==> src/sv/gcrl_pkg.sv <==
// Shared types and constants of the great-circle route length core.
package gcrl_pkg;

   localparam int DEFAULT_ANGLE_FRAC_BITS = 20;
   localparam int LAT_W = 28;
   localparam int LON_W = 29;
   localparam int DLON_W = 30;
   localparam int SEG_W = 25;
   localparam int TOTAL_W = 40;
   localparam int REQ_DATA_W = 64;
   localparam int RSP_DATA_W = 72;

   typedef enum logic [1:0] {
      KIND_START   = 2'd0,
      KIND_FIRST   = 2'd1,
      KIND_SEGMENT = 2'd2
   } kind_type;

   typedef struct packed {
      kind_type                  kind;
      logic signed [LAT_W-1:0]   lat1;
      logic signed [LAT_W-1:0]   lat2;
      logic signed [DLON_W-1:0]  dlon;
   } entry_type;

   typedef struct packed {
      logic full;
      logic empty;
   } queue_stat_type;

endpackage

==> src/sv/gcrl_queue.sv <==
// Two-entry queue between the input side and the compute engine.
module gcrl_queue (
   input  logic                     clock,
   input  logic                     reset,
   input  logic                     push,
   input  gcrl_pkg::entry_type      push_entry,
   input  logic                     pop,
   output gcrl_pkg::entry_type      pop_entry,
   output gcrl_pkg::queue_stat_type q_stat
);

   gcrl_pkg::entry_type mem_ff [2];
   logic wr_ptr_ff, wr_ptr_in, rd_ptr_ff, rd_ptr_in;
   logic [1:0] count_ff, count_in;

   assign q_stat.full = count_ff == 2'd2;
   assign q_stat.empty = count_ff == 2'd0;
   assign pop_entry = mem_ff[rd_ptr_ff];

   always_comb begin
      wr_ptr_in = push ? !wr_ptr_ff : wr_ptr_ff;
      rd_ptr_in = pop ? !rd_ptr_ff : rd_ptr_ff;
      count_in = count_ff + 2'(push) - 2'(pop);
   end

   always_ff @(posedge clock) begin
      if (push) begin
         mem_ff[wr_ptr_ff] <= push_entry;
      end
   end

   always_ff @(posedge clock) begin
      if (reset) begin
         wr_ptr_ff <= 1'b0;
         rd_ptr_ff <= 1'b0;
         count_ff <= '0;
      end else begin
         wr_ptr_ff <= wr_ptr_in;
         rd_ptr_ff <= rd_ptr_in;
         count_ff <= count_in;
      end
   end

endmodule

==> config.mk <==
export PLATFORM = sky130hd
export DESIGN_NAME = gcrl_queue
export DESIGN_NICKNAME = d
export VERILOG_FILES = /design/src/sv/gcrl_pkg.sv /design/src/sv/gcrl_queue.sv
export SDC_FILE = /design/constraint.sdc
export NUM_CORES = 1
export LEC_CHECK = 0
export BUFFER_PORTS_ARGS = -buffer_cell sky130_fd_sc_hd__buf_2
export CORE_ASPECT_RATIO = 1.4
export CORE_MARGIN = 4
export CORE_UTILIZATION = 30
export DETAILED_ROUTE_END_ITERATION = 7
export PLACE_DENSITY = 0.61
export SYNTH_ARGS = -nofsm -noshare
export SYNTH_HDL_FRONTEND = slang
export SYNTH_SLANG_ARGS = --single-unit
==> constraint.sdc <==
create_clock -name clock -period 12 [get_ports clock]
set_input_delay 1.8 -clock clock [delete_from_list [all_inputs] [get_ports clock]]
set_output_delay 1.8 -clock clock [all_outputs]
set_load 0.05 [all_outputs]
==> results_dict.tcl <==
set metrics [dict create \
    chipWidth_um 133.8 \
    overflow 0 \
    core.rowCount 64 \
    critical_path_class "flip-flop to primary output" \
    grt_pass1_wl_um 19590 \
    fin_cells 799 \
    yosysSeqAreaShare_pct 81.07 \
    grt_pass1_vias 3754 \
    grt_max_degree 47 \
    cellLeakagePower_nw 3.177 \
    cts_resized 0 \
    postCtsSetupBuffers 0 \
    numCtsBuffers 17 \
    vias 3351 \
    reg2reg_depth 2 \
    setup_ws_ns 7.673 \
    clk_latency_ns 0.42 \
    rsz0062_at_grt "false" \
    finalMaxSlewViolations 0 \
    synth_area_um2 6643 \
    drtAntennaViolNets 0 \
    holdBufCountCts 0 \
    worstPathMaxFanout 45 \
    synth-seq-cells 181 \
    n_antenna_cell 0 \
    slew_headroom_pct 50.68 \
    arrival_ns 2.53 \
    finalSetupViolCount 0 \
    status "complete, no violations" \
    io_buffers 181 \
    clk_path_buf_depth 2 \
    fin_crit_sh_pct 36.06 \
    die_area_um2 24620 \
    clk_pin_slew_worst_paths_ns 0.07 \
    fmax_ghz 0.2311 \
    drv_cap 0 \
    ctsRootBufferMaster "clkbuf_16" \
    worst_pin_slew_ns 0.7398 \
    syn_nets 389 \
    multi_input_area_um2 1185 \
    reg2reg_to "mem_ff[1][74]" \
    whs_ns 0.5340 \
    start_kind "flip-flop" \
    grt.total_usage_pct 10.56 \
    fin_nets 583 \
    cts.sinks 181 \
    p_per_area_nw_per_um2 185.4 \
    pin_count 182 \
    core_area_um2 21860 \
    htree_levels 4 \
    vdd_ir_drop_max_mv 0.09883 \
    via_per_inst 4.194 \
    drive_gt1_share_pct 60.76 \
    fin_setup_tns_ns 0 \
    die_h_um 184.1 \
    place_ws_ns 8.054 \
    worstPathRequired_ns 10.20 \
    drtIter0Drc 143 \
    hold_viol 0 \
    total_power_w 0.001575 \
    cts_tree "done" \
    yosysUniqueCellTypes 13 \
    hold_path.class "flip-flop to flip-flop" \
    synth_area_per_cell_um2 22.52 \
    antenna_found_initial 0 \
    yosys_warnings 0 \
    start_util_pct 30.39 \
    fillers 2047 \
    hold_depth 2 \
    placed_cells 767 \
    rrSetupSlack_ns 10.02 \
    gp_congestion 0.6918 \
    worstHoldStart "rd_ptr_ff" \
    drtPass1Iterations 4 \
    min_period_ns 4.327 \
    drc 0 \
    seqCellArea_um2 5389 \
    syn_inst 295 \
    critPathCaptureType "primary output" \
    crit-reg2reg-launch "wr_ptr_ff" \
    wl_per_cell_um 15.80 \
    dpl.hpwl_um 8598 \
    fin_worst_skew_ns 0.008109 \
    area_delta_synth_final_pct 27.82 \
    totalWireLength_um 12620 \
]
## final cells by class
type / count / share of cell area [%]
Sequential cell: 181 / 63.47
Timing Repair Buffer: 185 / 11.02
Multi-Input combinational cell: 102 / 13.96
Clock buffer: 21 / 5.305
Clock inverter: 11 / 1.783
Inverter: 2 / 0.08842
Tap cell: 297 / 4.377
## state kept, by name, indices dropped and copies added (netlist names), named ones only
signal,count
wr_ptr_ff,1
count_ff,2
mem_ff,176
rd_ptr_ff,1
## cells by family (layout without fill, tap and decap cells)
kind of cell / after synthesis / in the layout / synth area share [%]
buf+inv: 12 / 219 / 1.243
simple gates: 9 / 9 / 0.6594
flops: 181 / 181 / 81.07
fa+ha+maj: 2 / 2 / 0.3767
mux: 88 / 88 / 16.05
xor+xnor: 3 / 3 / 0.6028
## worst max path at each step
stage | startpoint | endpoint | slack [ns] | cells after the start
global route | flip-flop | pop_entry[59] | 7.50 | 3
detailed placement | flip-flop | pop_entry[62] | 8.05 | 3
global placement | flip-flop | pop_entry[62] | 8.09 | 3
CTS | flip-flop | pop_entry[16] | 7.57 | 3
floorplan | push | mem_ff[0][0] | 5.81 | 1
finish | flip-flop | pop_entry[16] | 7.67 | 3
## cell usage in the layout, fill, tap and decap left out, drive strengths merged
| cell | Yosys | routed |
|---|---|---|
| and2 | 1 | 1 |
| buf | 10 | 185 |
| bufinv | 0 | 3 |
| clkbuf | 0 | 21 |
| clkinv | 0 | 3 |
| clkinvlp | 0 | 4 |
| dfxtp | 5 | 5 |
| edfxtp | 176 | 176 |
| ha | 2 | 2 |
| inv | 2 | 3 |
| mux2 | 88 | 88 |
| nor2 | 5 | 5 |
| nor2b | 3 | 3 |
| xnor2 | 2 | 2 |
| xnor3 | 1 | 1 |
## routing by layer
metal / track usage, % / vias up / share of wire (%)
met4: 4.817 / 0 / 1.5
met2: 20.02 / 108 / 57
met3: 3.450 / 10 / 6.1
met5: 0 / - / 0
li1: - / 1545 / -
met1: 10.30 / 1688 / 36
## cell usage after synthesis
| cell type | instances | area [µm²] |
|---|---|---|
| nor2_1 | 5 | 18.77 |
| xnor2_1 | 2 | 17.52 |
| edfxtp_1 | 176 | 5285 |
| ha_1 | 2 | 25.02 |
| mux2_2 | 68 | 765.7 |
| buf_2 | 6 | 30.03 |
| inv_1 | 2 | 7.510 |
| dfxtp_1 | 5 | 100.1 |
| nor2b_1 | 3 | 18.77 |
| mux2_4 | 20 | 300.3 |
| and2_1 | 1 | 6.260 |
| xnor3_1 | 1 | 22.52 |
| buf_6 | 4 | 45.04 |
## critical path, cell delays in order (launching register included)
cell,delay (ns)
dfxtp_4,0.83
buf_4,0.62
mux2_2,0.42
buf_2,0.21
## stage by stage
stage,instance area (µm²),util (%)
floorplan,6643,-
global placement,7889,36.09
detailed placement,7889,36.09
CTS,8491,38.84
global route,8491,38.84
finish,8491,38.84
## report_power, final
part	switching (W)	leakage, nW	total, W	internal [W]
clock	0.000228	0.280	0.000562	0.000334
sequential	0.0000165	1.69	0.000754	0.000738
combinational	0.000181	1.20	0.000258	0.0000773
total	0.000425	3.18	0.00157	0.00115
(Power assumes the default switching activity.)
