[config.mk]
export PLATFORM = sky130hd
export DESIGN_NAME = gcrl_front
export DESIGN_NICKNAME = d
export VERILOG_FILES = /design/src/sv/gcrl_pkg.sv /design/src/sv/gcrl_front.sv
export SDC_FILE = /design/constraint.sdc
export NUM_CORES = 1
export LEC_CHECK = 0
export ABC_CLOCK_PERIOD_IN_PS = 3700
export BUFFER_PORTS_ARGS = -buffer_cell sky130_fd_sc_hd__buf_4
export CELL_PAD_IN_SITES_DETAIL_PLACEMENT = 0
export CELL_PAD_IN_SITES_GLOBAL_PLACEMENT = 1
export CORE_ASPECT_RATIO = 1.75
export CORE_MARGIN = 4
export CORE_UTILIZATION = 30
export CTS_CLUSTER_SIZE = 10
export DETAILED_ROUTE_END_ITERATION = 8
export PLACE_DENSITY_LB_ADDON = 0.1
export SLEW_MARGIN = 20
export SYNTH_ARGS = -nofsm -noshare
export SYNTH_HDL_FRONTEND = slang
export SYNTH_SLANG_ARGS = --single-unit
[constraint.sdc]
create_clock -name clock -period 3.7 [get_ports clock]
set_input_delay 0.74 -clock clock [delete_from_list [all_inputs] [get_ports clock]]
set_output_delay 0.74 -clock clock [all_outputs]
set_load 0.01 [all_outputs]
[src/sv/gcrl_pkg.sv]
// Shared types and constants of the great-circle route length core.
package gcrl_pkg;

   localparam int DEFAULT_ANGLE_FRAC_BITS = 20;
   localparam int LAT_W = 28;
   localparam int LON_W = 29;
   localparam int DLON_W = 30;
   localparam int SEG_W = 25;
   localparam int TOTAL_W = 40;
   localparam int REQ_DATA_W = 64;
   localparam int RSP_DATA_W = 72;

   typedef enum logic [1:0] {
      KIND_START   = 2'd0,
      KIND_FIRST   = 2'd1,
      KIND_SEGMENT = 2'd2
   } kind_type;

   typedef struct packed {
      kind_type                  kind;
      logic signed [LAT_W-1:0]   lat1;
      logic signed [LAT_W-1:0]   lat2;
      logic signed [DLON_W-1:0]  dlon;
   } entry_type;

   typedef struct packed {
      logic full;
      logic empty;
   } queue_stat_type;

endpackage

[src/sv/gcrl_front.sv]
// Input side: accepts waypoint transfers, keeps the previous waypoint and classifies each item.
module gcrl_front (
   input  logic                      clock,
   input  logic                      reset,
   input  logic                      req_tvalid,
   output logic                      req_tready,
   input  logic [gcrl_pkg::REQ_DATA_W-1:0] req_tdata,
   input  logic                      req_tuser,
   input  gcrl_pkg::queue_stat_type  q_stat,
   output logic                      push,
   output gcrl_pkg::entry_type       push_entry
);

   logic signed [gcrl_pkg::LAT_W-1:0] prev_lat_ff, prev_lat_in;
   logic signed [gcrl_pkg::LON_W-1:0] prev_lon_ff, prev_lon_in;
   logic have_ff, have_in;
   logic signed [gcrl_pkg::LAT_W-1:0] lat;
   logic signed [gcrl_pkg::LON_W-1:0] lon;

   assign lat = req_tdata[gcrl_pkg::LAT_W-1:0];
   assign lon = req_tdata[gcrl_pkg::LAT_W+gcrl_pkg::LON_W-1:gcrl_pkg::LAT_W];
   assign req_tready = !q_stat.full;
   assign push = req_tvalid && req_tready;

   always_comb begin
      push_entry.lat1 = prev_lat_ff;
      push_entry.lat2 = lat;
      push_entry.dlon = gcrl_pkg::DLON_W'(lon) - gcrl_pkg::DLON_W'(prev_lon_ff);
      if (req_tuser) begin
         push_entry.kind = gcrl_pkg::KIND_START;
      end else if (have_ff) begin
         push_entry.kind = gcrl_pkg::KIND_SEGMENT;
      end else begin
         push_entry.kind = gcrl_pkg::KIND_FIRST;
      end
      prev_lat_in = prev_lat_ff;
      prev_lon_in = prev_lon_ff;
      have_in = have_ff;
      if (push) begin
         prev_lat_in = lat;
         prev_lon_in = lon;
         have_in = 1'b1;
      end
   end

   always_ff @(posedge clock) begin
      if (reset) begin
         prev_lat_ff <= '0;
         prev_lon_ff <= '0;
         have_ff <= 1'b0;
      end else begin
         prev_lat_ff <= prev_lat_in;
         prev_lon_ff <= prev_lon_in;
         have_ff <= have_in;
      end
   end

endmodule

==> impl_metrics.json, run 1 <==
{
  "run_status": "finished with violations",
  "violations": "negative setup slack",
  "utilization_pct": 46.0,
  "overflow": 0,
  "r2r_setup_slack_ps": 3050,
  "min_path_type": "flop to flop",
  "ys_warn_count": 0,
  "crit_fanout": 2,
  "stdcell_area_mm2": 0.00558,
  "drive_gt1_share_pct": 34.8,
  "grt_max_degree": 59,
  "syn_area_per_cell_um2": 7.32,
  "dr_wl_met3_um": 680,
  "final_nets": 770,
  "final_max_slew_viol_count": 0,
  "wl_per_cell_um": 14.2,
  "cp_slowest_cell": "fa_2",
  "p_leak_uw": 0.00243,
  "synthTopCellsByCount": "nand2_1 (129), a21oi_1 (80), dfxtp_1 (58)",
  "cts_tree": "done",
  "netlist_area_mm2": 0.00373,
  "synth_fp_nets": 610,
  "hpwl_um": 8980,
  "antenna_left": 0,
  "htreeDepth": 3,
  "power_density_mw_per_mm2": 398,
  "arrival_ps": 3020,
  "grt_pass1_vias": 4011,
  "clock_skew_ps": 0,
  "ys.flop_type": "dfxtp_1",
  "wl_um": 11900,
  "tightestPinTransition_ps": 670,
  "pre_cts_ws_ps": -413,
  "tritoncts.num_buffers": 9,
  "clockRootBuffer": "clkbuf_16",
  "clk_path_buf_depth": 2,
  "required_ps": 2960,
  "area_growth_pct": 49.4,
  "finalWorstSetupSlack_ps": -58.3,
  "synth-seq-cells": 58,
  "cts.sinks": 58,
  "first_pass_iters": 4,
  "seq_area_frac_synth_pct": 31.1,
  "antenna_found_initial": 0,
  "crit_type": "primary input to output port",
  "netlist-cell-type-count": 39,
  "wl_met2_um": 6910,
  "synth.most_common_cell": "nand2_1",
  "diodes": 0,
  "routabilityCongestion": 0.813,
  "initial_core_util_pct": 30.8,
  "ios": 160,
  "fin_cells": 840,
  "worst_setup_path_start_kind": "primary input",
  "fp.dieW_um": 92.3,
  "vias_per_cell": 4.71,
  "clk_pin_slew_ps": 50,
  "setup_viol": 1,
  "critPathCaptureType": "output port",
  "highest_layer": "met4",
  "max_slew_margin_pct": 55.3,
  "yosys.area.top_type": "dfxtp_1",
  "ir_drop_mv": 0.244,
  "grt_usage_pct": 16.7,
  "rows": 53,
  "core-area_mm2": 0.0121,
  "dpl_cell_area_mm2": 0.00511,
  "post-route-period-util_pct": 102,
  "cp_top_family": "compound AO/OA/AOI/OAI gates",
  "crit_buf_inv": 4,
  "m1WireLength_um": 4120,
  "crit_path_max_incr_delay_ps": 360,
  "grt_pass1_wl_um": 19000,
  "dieHeight_um": 156,
  "layout_min_cycle_time_ps": 3760,
  "dieArea_mm2": 0.0144,
  "drtIter0Drc": 121,
  "syn_inst": 510,
  "num_vias": 3953,
  "rsz0062_at_grt": "true",
  "drcViolationCount": 0,
  "port_buffers": 151,
  "async_flop_share_pct": 0,
  "fmax_mhz": 266,
  "synth_area_leaders": "dfxtp_1 (31%), nand2_1 (13%), a21oi_1 (11%), ha_1 (9.7%), buf_4 (5.6%)",
  "hold-worst-slack_ps": 452,
  "hold_viol": 0,
  "maxCapViolations": 0,
  "synth_top_area_share_pct": 31.1,
  "synth-edff-count": 0,
  "insertion_delay_ps": 330,
  "cp_cell_sequence": "buf_6 > inv_4 > ha_4 > inv_2 > fa_2 > a211oi_4 > o21a_1 > a21oi_2 > a31o_1 > a2111o_1 > a311o_1 > xor2_1 > buf_4",
  "place_inst": 821
}
per-stage QoR:
step,setup TNS [ps],total power [uW]
after floorplan,0,1040
after global placement,-1630,1360
after detailed placement,-1820,1360
after CTS,-123,2240
after global routing,-673,2350
final,-58.3,2220
path summary, 6_finish.rpt:
path | start | cells after the start | end
max | req_tdata[28] | 13 | push_entry[26]
min | prev_lat_ff[3]$_SDFFE_PP0P_ | 2 | prev_lat_ff[3]$_SDFFE_PP0P_
max reg2reg | prev_lon_ff[0]$_SDFFE_PP0P_ | 2 | prev_lon_ff[0]$_SDFFE_PP0P_
min reg2reg | prev_lat_ff[3]$_SDFFE_PP0P_ | 2 | prev_lat_ff[3]$_SDFFE_PP0P_
layout make-up:
class / count / area [um2]
clock buffer: 10 / 239
clock inverter: 6 / 66.3
fill: 1309 / 6560
inverter: 38 / 145
multi-input combinational: 366 / 2270
sequential: 58 / 1160
tap: 165 / 206
timing repair buffer: 197 / 1490
flip-flops by register name, summed over array words and instances (netlist names):
register,flops
have_ff,1
prev_lon_ff,29
prev_lat_ff,28
report_power, final:
| part | total (uW) | switching [uW] | internal, uW | leakage (uW) |
|---|---|---|---|---|
| Sequential | 668 | 13.5 | 654 | 0.000474 |
| Clock | 845 | 307 | 539 | 0.000141 |
| Combinational | 707 | 350 | 357 | 0.00181 |
repair_timing:
action / CTS / global route
setup buffers: 2 / 1
gates resized for setup: 17 / 16
hold buffers: 0 / 0
pin swaps: 7 / 4
endpoints found under the setup margin: 9 / 15
endpoints found under the hold margin: 0 / 0
metal layers:
metal  vias up  GRT usage, %
met3        17          4.63
met4         0          5.88
met5         -             0
met1      1838          14.8
met2        95          34.4
li1       2003             -
cells by family after synthesis:
family | share of synthesized area (%)
xor gates and xnor gates | 6.10
buffers and inverters | 11.7
DFF | 31.1
and+or+nand+nor | 18.7
adders and majority gates | 10.3
AOI/OAI and AO/OA | 22.2
cells in the final DEF (no fill, tap or decap), types with 3 or more instances in the layout:
cell type / synthesis / layout
xnor2_1: 15 / 14
o21a_1: 3 / 3
ha_1: 29 / 28
xor2_1: 11 / 11
buf_4: 28 / 195
clkbuf_16: 0 / 9
nand4_1: 4 / 4
o211ai_1: 3 / 3
nand2_1: 129 / 128
inv_1: 37 / 35
a21o_1: 10 / 10
a21oi_1: 80 / 77
nor2_1: 24 / 24
o21ai_0: 12 / 8
o21bai_1: 5 / 5
nor3_1: 3 / 3
dfxtp_1: 58 / 58
a211oi_1: 4 / 3
nand3_1: 5 / 5
clkinvlp_4: 0 / 3
worst register-to-register path: stages, from the launching register on:
cell	delay, ps
dfxtp_1	360
nand2_1	60
a21oi_1	150
Power figures use the tool's default switching activity.
==> run 2, diff against run 1 <==
CELL_PAD_IN_SITES_DETAIL_PLACEMENT = 1   (was 0)
CELL_PAD_IN_SITES_GLOBAL_PLACEMENT = 2   (was 1)
CORE_UTILIZATION = 23   (was 30)
==> run 2 against run 1 <==
The run still ends with negative setup slack left; clock-buffer cell count grew 1; via count up 1.8%; combinational power increased by 4.2%; core utilization is 10 points lower; final area grew 2.5%; final cell count grew 3.6%; power is 3.9% higher; clock power up 6.6%; register-to-register slack about the same; sequential power about the same; worst setup slack got worse by 25 ps; largest power group unchanged.
==> impl_metrics.json, run 2 (synthesis results as in run 1) <==
{
  "largest_reg_flops": 29,
  "port_buffers": 151,
  "final_max_slew_viol_count": 0,
  "worstHoldPathCells": 2,
  "clk_path_buf_depth": 2,
  "run_status": "finished with violations",
  "clock_skew_ps": 0,
  "rr_worst_depth": 2,
  "grt_max_degree": 59,
  "r2r_setup_slack_ps": 3050,
  "final_nets": 776,
  "initial_core_util_pct": 23.4,
  "diodes": 0,
  "power_frac_seq_pct": 29.0,
  "tightestPinTransition_ps": 695,
  "overflow": 0,
  "hpwl_um": 10700,
  "rsz0062_at_grt": "true",
  "antenna_left": 0,
  "cts_tree": "done",
  "htreeDepth": 3,
  "utilization_pct": 35.8,
  "tns_ps": -116,
  "crit_fanout": 2,
  "ios": 160,
  "grt_pass1_wl_um": 22800,
  "required_ps": 2960,
  "rows": 61,
  "wl_per_cell_um": 16.1,
  "power.share.combinational_pct": 31.9,
  "violations": "negative setup slack",
  "worst_setup_path_start_kind": "primary input",
  "hold_viol": 0,
  "first_pass_iters": 4,
  "top_regs": "prev_lon_ff x29, prev_lat_ff x28, have_ff x1",
  "min_path_type": "flop to flop",
  "ir_drop_mv": 0.165,
  "grt_usage_pct": 15.5,
  "hold_start": "prev_lat_ff[12]$_SDFFE_PP0P_",
  "arrival_ps": 3040,
  "clk_pin_slew_ps": 50,
  "power_density_mw_per_mm2": 403,
  "setup_viol": 3,
  "largest-register": "prev_lon_ff",
  "fmax_mhz": 264,
  "dieHeight_um": 177,
  "dieArea_mm2": 0.0184,
  "finalWorstSetupSlack_ps": -82.8,
  "r2r-end": "prev_lon_ff[0]$_SDFFE_PP0P_",
  "area_growth_pct": 53.1,
  "wl_um": 14000,
  "layout_common_cells": "buf_4 (196), nand2_1 (128), a21oi_1 (76)",
  "clock_power_share_pct": 39.1,
  "p_switching_uw": 678,
  "crit_type": "primary input to output port",
  "switching_share_pct": 29.4,
  "drive_gt1_share_pct": 36.0,
  "holdBufCountCts": 0,
  "clockRootBuffer": "clkbuf_16",
  "antenna_found_initial": 0,
  "grt_pass1_vias": 4616,
  "drcViolationCount": 0,
  "routabilityCongestion": 0.806,
  "critPathCaptureType": "output port",
  "p_int_uw": 1630,
  "final_common_cell": "buf_4",
  "insertion_delay_ps": 320,
  "r2r_start": "prev_lon_ff[0]$_SDFFE_PP0P_",
  "cts.sinks": 58,
  "post-route-period-util_pct": 102,
  "layout_min_cycle_time_ps": 3780,
  "p_leak_uw": 0.00249,
  "pre_cts_ws_ps": -454,
  "vias_per_cell": 4.62,
  "tritoncts.num_buffers": 9,
  "num_vias": 4023,
  "whs_endpoint": "prev_lat_ff[12]$_SDFFE_PP0P_",
  "fp.dieW_um": 104,
  "max_slew_margin_pct": 53.6,
  "core-area_mm2": 0.0160,
  "maxCapViolations": 0,
  "drtIter0Drc": 89
}
## run 2: per-layer routing
metal  vias up  track usage, %  routed length, um
met5         -               0                  0
met4         0            3.22                 92
met3         7            3.55                585
met2        80            33.4               8420
met1      1927            14.2               4930
li1       2009               -                  -
## run 2: repair_timing
item                                    CTS  global route
pin swaps                                 7             8
gates resized for setup                  21            22
buffers inserted                          2             3
endpoints found under the setup margin   14            14
## run 2: layout make-up
class                   instances  area [um2]
fillers                      1986       10200
multi-input cells             366        2300
repair buffers                203        1550
flip-flops and latches         58        1160
clock buffers                  11         243
well taps                     189         236
inverters                      38         145
clock inverters                 5        77.6
## run 2: worst max-delay path by stage
stage / to / from / slack, ps / cells past startpoint
2_1_floorplan: push_entry[26] / req_tdata[28] / 7 / 11
3_3_place_gp: push_entry[26] / req_tdata[28] / -440 / 13
3_5_place_dp: push_entry[26] / req_tdata[28] / -450 / 13
4_1_cts: push_entry[26] / req_tdata[28] / -110 / 13
5_1_grt: push_entry[26] / req_tdata[28] / -190 / 13
6_report: push_entry[26] / req_tdata[28] / -80 / 13
## run 2: critical path, stage by stage
cell	delay, ps
buf_8	100
inv_4	50
ha_4	120
inv_2	30
fa_2	370
a211oi_4	250
o21a_1	180
a21oi_2	50
a31o_1	250
a2111o_1	310
a311o_1	280
xor2_1	160
buf_4	150
## run 2: metrics by stage
step | total power [uW] | cell area (um2) | hold WS [ps] | cells
6_report | 2310 | 5720 | 454 | 870
5_1_grt | 2460 | 5720 | 469 | 870
4_1_cts | 2340 | 5580 | 457 | 867
3_5_place_dp | 1390 | 5170 | 450 | 849
3_3_place_gp | 1370 | 5170 | 442 | 849
2_1_floorplan | 1040 | 3730 | 436 | 510
## run 2: power groups by stage
stage	Combinational, uW	Clock, uW	Sequential [uW]
floorplan	350	0	686
global placement	694	0	680
detailed placement	704	0	682
CTS	723	944	669
global route	814	976	672
finish	737	901	669
==> run 3, diff against run 2 <==
MAX_ROUTING_LAYER = met4   (was default)
RECOVER_POWER = 50   (was default)
==> run 3 against run 2 <==
The flow still finishes with violations (negative setup slack); sequential power hardly changed; via count is 0.40% higher; core utilization is 1.3 points lower; final cell count stayed put; power is 1.1% lower; global-route usage is 0.44 points higher; critical endpoint unchanged.
==> impl_metrics.json, run 3 (synthesis results as in run 1) <==
{
  "ios": 160,
  "cp.depth": 13,
  "rows": 61,
  "startpoint": "req_tdata[28]",
  "post-route-period-util_pct": 102,
  "maxCapViolations": 0,
  "htreeDepth": 3,
  "r2r-end": "prev_lon_ff[0]$_SDFFE_PP0P_",
  "rsz0062_at_grt": "true",
  "top_regs": "prev_lon_ff x29, prev_lat_ff x28, have_ff x1",
  "crit_buf_inv": 4,
  "grt_use_met3_pct": 2.74,
  "met2_usage_pct": 33.4,
  "total_power_uw": 2280,
  "multi_input_area_mm2": 0.00230,
  "rr_worst_depth": 2,
  "area_growth_pct": 47.4,
  "dpl_cell_area_mm2": 0.00517,
  "violations": "negative setup slack",
  "overflow": 0,
  "r2r_start": "prev_lon_ff[0]$_SDFFE_PP0P_",
  "final_nets": 776,
  "p_switching_uw": 676,
  "first_pass_iters": 4,
  "layout_common_cells": "buf_4 (138), nand2_1 (129), a21oi_1 (76)",
  "grt_pass1_vias": 4626,
  "cp_slowest_cell": "fa_2",
  "diodes": 0,
  "stdcell_area_mm2": 0.00550,
  "crit_end": "push_entry[26]",
  "fin_cells": 870,
  "max_slew_margin_pct": 10.8,
  "tritoncts.num_buffers": 9,
  "dieHeight_um": 177,
  "drcViolationCount": 0,
  "drtIter0Drc": 99,
  "power_frac_seq_pct": 29.3,
  "port_buffers": 151,
  "crit_fanout": 2,
  "wl_um": 14000,
  "grt_usage_pct": 15.9,
  "holdBufCountCts": 0,
  "cp_cell_sequence": "buf_8 > inv_4 > ha_4 > inv_2 > fa_2 > a211oi_4 > o21a_1 > a21oi_2 > a31o_1 > a2111o_1 > a311o_1 > xor2_1 > buf_4",
  "run_status": "finished with violations",
  "wl_per_cell_um": 16.0,
  "largest-register": "prev_lon_ff",
  "top_usage_layer": "met2",
  "cts.sinks": 58,
  "final_common_cell": "buf_4",
  "cts_tree": "done",
  "worst_setup_path_start_kind": "primary input",
  "switching_share_pct": 29.6,
  "finalWorstSetupSlack_ps": -82.0,
  "cp_top_family": "compound AO/OA/AOI/OAI gates",
  "hold_viol": 0,
  "tightestPinTransition_ps": 1340,
  "layout_min_cycle_time_ps": 3780,
  "clk_path_buf_depth": 2,
  "core-area_mm2": 0.0160,
  "setup_viol": 3,
  "initial_core_util_pct": 23.4,
  "crit_path_max_incr_delay_ps": 370,
  "antenna_left": 0,
  "antenna_found_initial": 0,
  "routabilityCongestion": 0.817,
  "regArea_mm2": 0.00116,
  "clockRootBuffer": "clkbuf_16",
  "insertion_delay_ps": 320,
  "clock_power_share_pct": 39.5,
  "drive_gt1_share_pct": 27.5,
  "ir_drop_mv": 0.164,
  "grt.met1_usage_pct": 14.6,
  "vias_per_cell": 4.64,
  "crit_type": "primary input to output port",
  "power.share.combinational_pct": 31.2,
  "num_vias": 4039,
  "place_inst": 849,
  "final_max_slew_viol_count": 0,
  "grt_pass1_wl_um": 22800,
  "fp.dieW_um": 104,
  "p_int_uw": 1610,
  "p_leak_uw": 0.00227,
  "hpwl_um": 10700,
  "dieArea_mm2": 0.0184,
  "arrival_ps": 3040,
  "critPathCaptureType": "output port",
  "clk_pin_slew_ps": 50,
  "grt_max_degree": 59,
  "utilization_pct": 34.5,
  "power_density_mw_per_mm2": 415,
  "r2r_setup_slack_ps": 3050,
  "largest_reg_flops": 29,
  "fillCellCount": 2019,
  "min_path_type": "flop to flop",
  "required_ps": 2960,
  "clock_skew_ps": 0,
  "fmax_mhz": 264
}
-- run 3: cell count changes in the layout (fill, tap and decap cells not counted), sizes merged --
| cell | before | now |
|---|---|---|
| buf | 203 | 145 |
| clkbuf | 11 | 69 |
-- run 3: per-stage QoR --
| stage | hold slack, ps | setup TNS [ps] | worst slack (ps) |
|---|---|---|---|
| CTS | 457 | -192 | -109 |
| finish | 454 | -114 | -82.0 |
| detailed placement | 450 | -2490 | -454 |
| global placement | 442 | -2430 | -443 |
| global route | 469 | -713 | -186 |
| floorplan | 436 | 0 | 6.69 |
-- run 3: how the worst min path moves through the flow --
stage | cells after the start | to | startpoint | slack, ps
after floorplan | 2 | prev_lon_ff[10]$_SDFFE_PP0P_ | prev_lon_ff[10]$_SDFFE_PP0P_ | 440
after global placement | 2 | prev_lon_ff[7]$_SDFFE_PP0P_ | prev_lon_ff[7]$_SDFFE_PP0P_ | 440
after detailed placement | 2 | prev_lon_ff[10]$_SDFFE_PP0P_ | prev_lon_ff[10]$_SDFFE_PP0P_ | 450
after CTS | 2 | prev_lon_ff[5]$_SDFFE_PP0P_ | prev_lon_ff[5]$_SDFFE_PP0P_ | 460
after global routing | 2 | prev_lon_ff[23]$_SDFFE_PP0P_ | prev_lon_ff[23]$_SDFFE_PP0P_ | 470
final | 2 | prev_lat_ff[12]$_SDFFE_PP0P_ | prev_lat_ff[12]$_SDFFE_PP0P_ | 450
-- run 3: worst register-to-register path: stages (launching register included) --
cell and delay [ps]:
dfxtp_1 370, nand2_1 60, a21oi_1 150
-- run 3: final cells by class --
class | instances | area share, %
Clock inverter | 5 | 1.41
Multi-Input combinational cell | 366 | 41.8
Timing Repair Buffer | 203 | 24.4
Tap cell | 189 | 4.30
Clock buffer | 11 | 4.41
Sequential cell | 58 | 21.1
Inverter | 38 | 2.64
-- run 3: power groups by stage --
stage | Combinational (uW) | Sequential (uW) | Clock, uW
finish | 713 | 668 | 901
floorplan | 350 | 686 | 0
CTS | 723 | 669 | 944
global route | 791 | 672 | 975
global placement | 694 | 680 | 0
detailed placement | 704 | 682 | 0
-- run 3: what timing repair did --
action                     CTS  global route
resized for setup           21            22
buffers inserted             2             3
setup endpoints to repair   14            14
pin swaps                    7             8
cloned                       0             0
-- run 3: per-layer routing --
metal	part of all wire [%]	routed length, um
met1	36	5020
met3	3.1	435
met2	60	8410
met4	0.65	91
met5	0	0
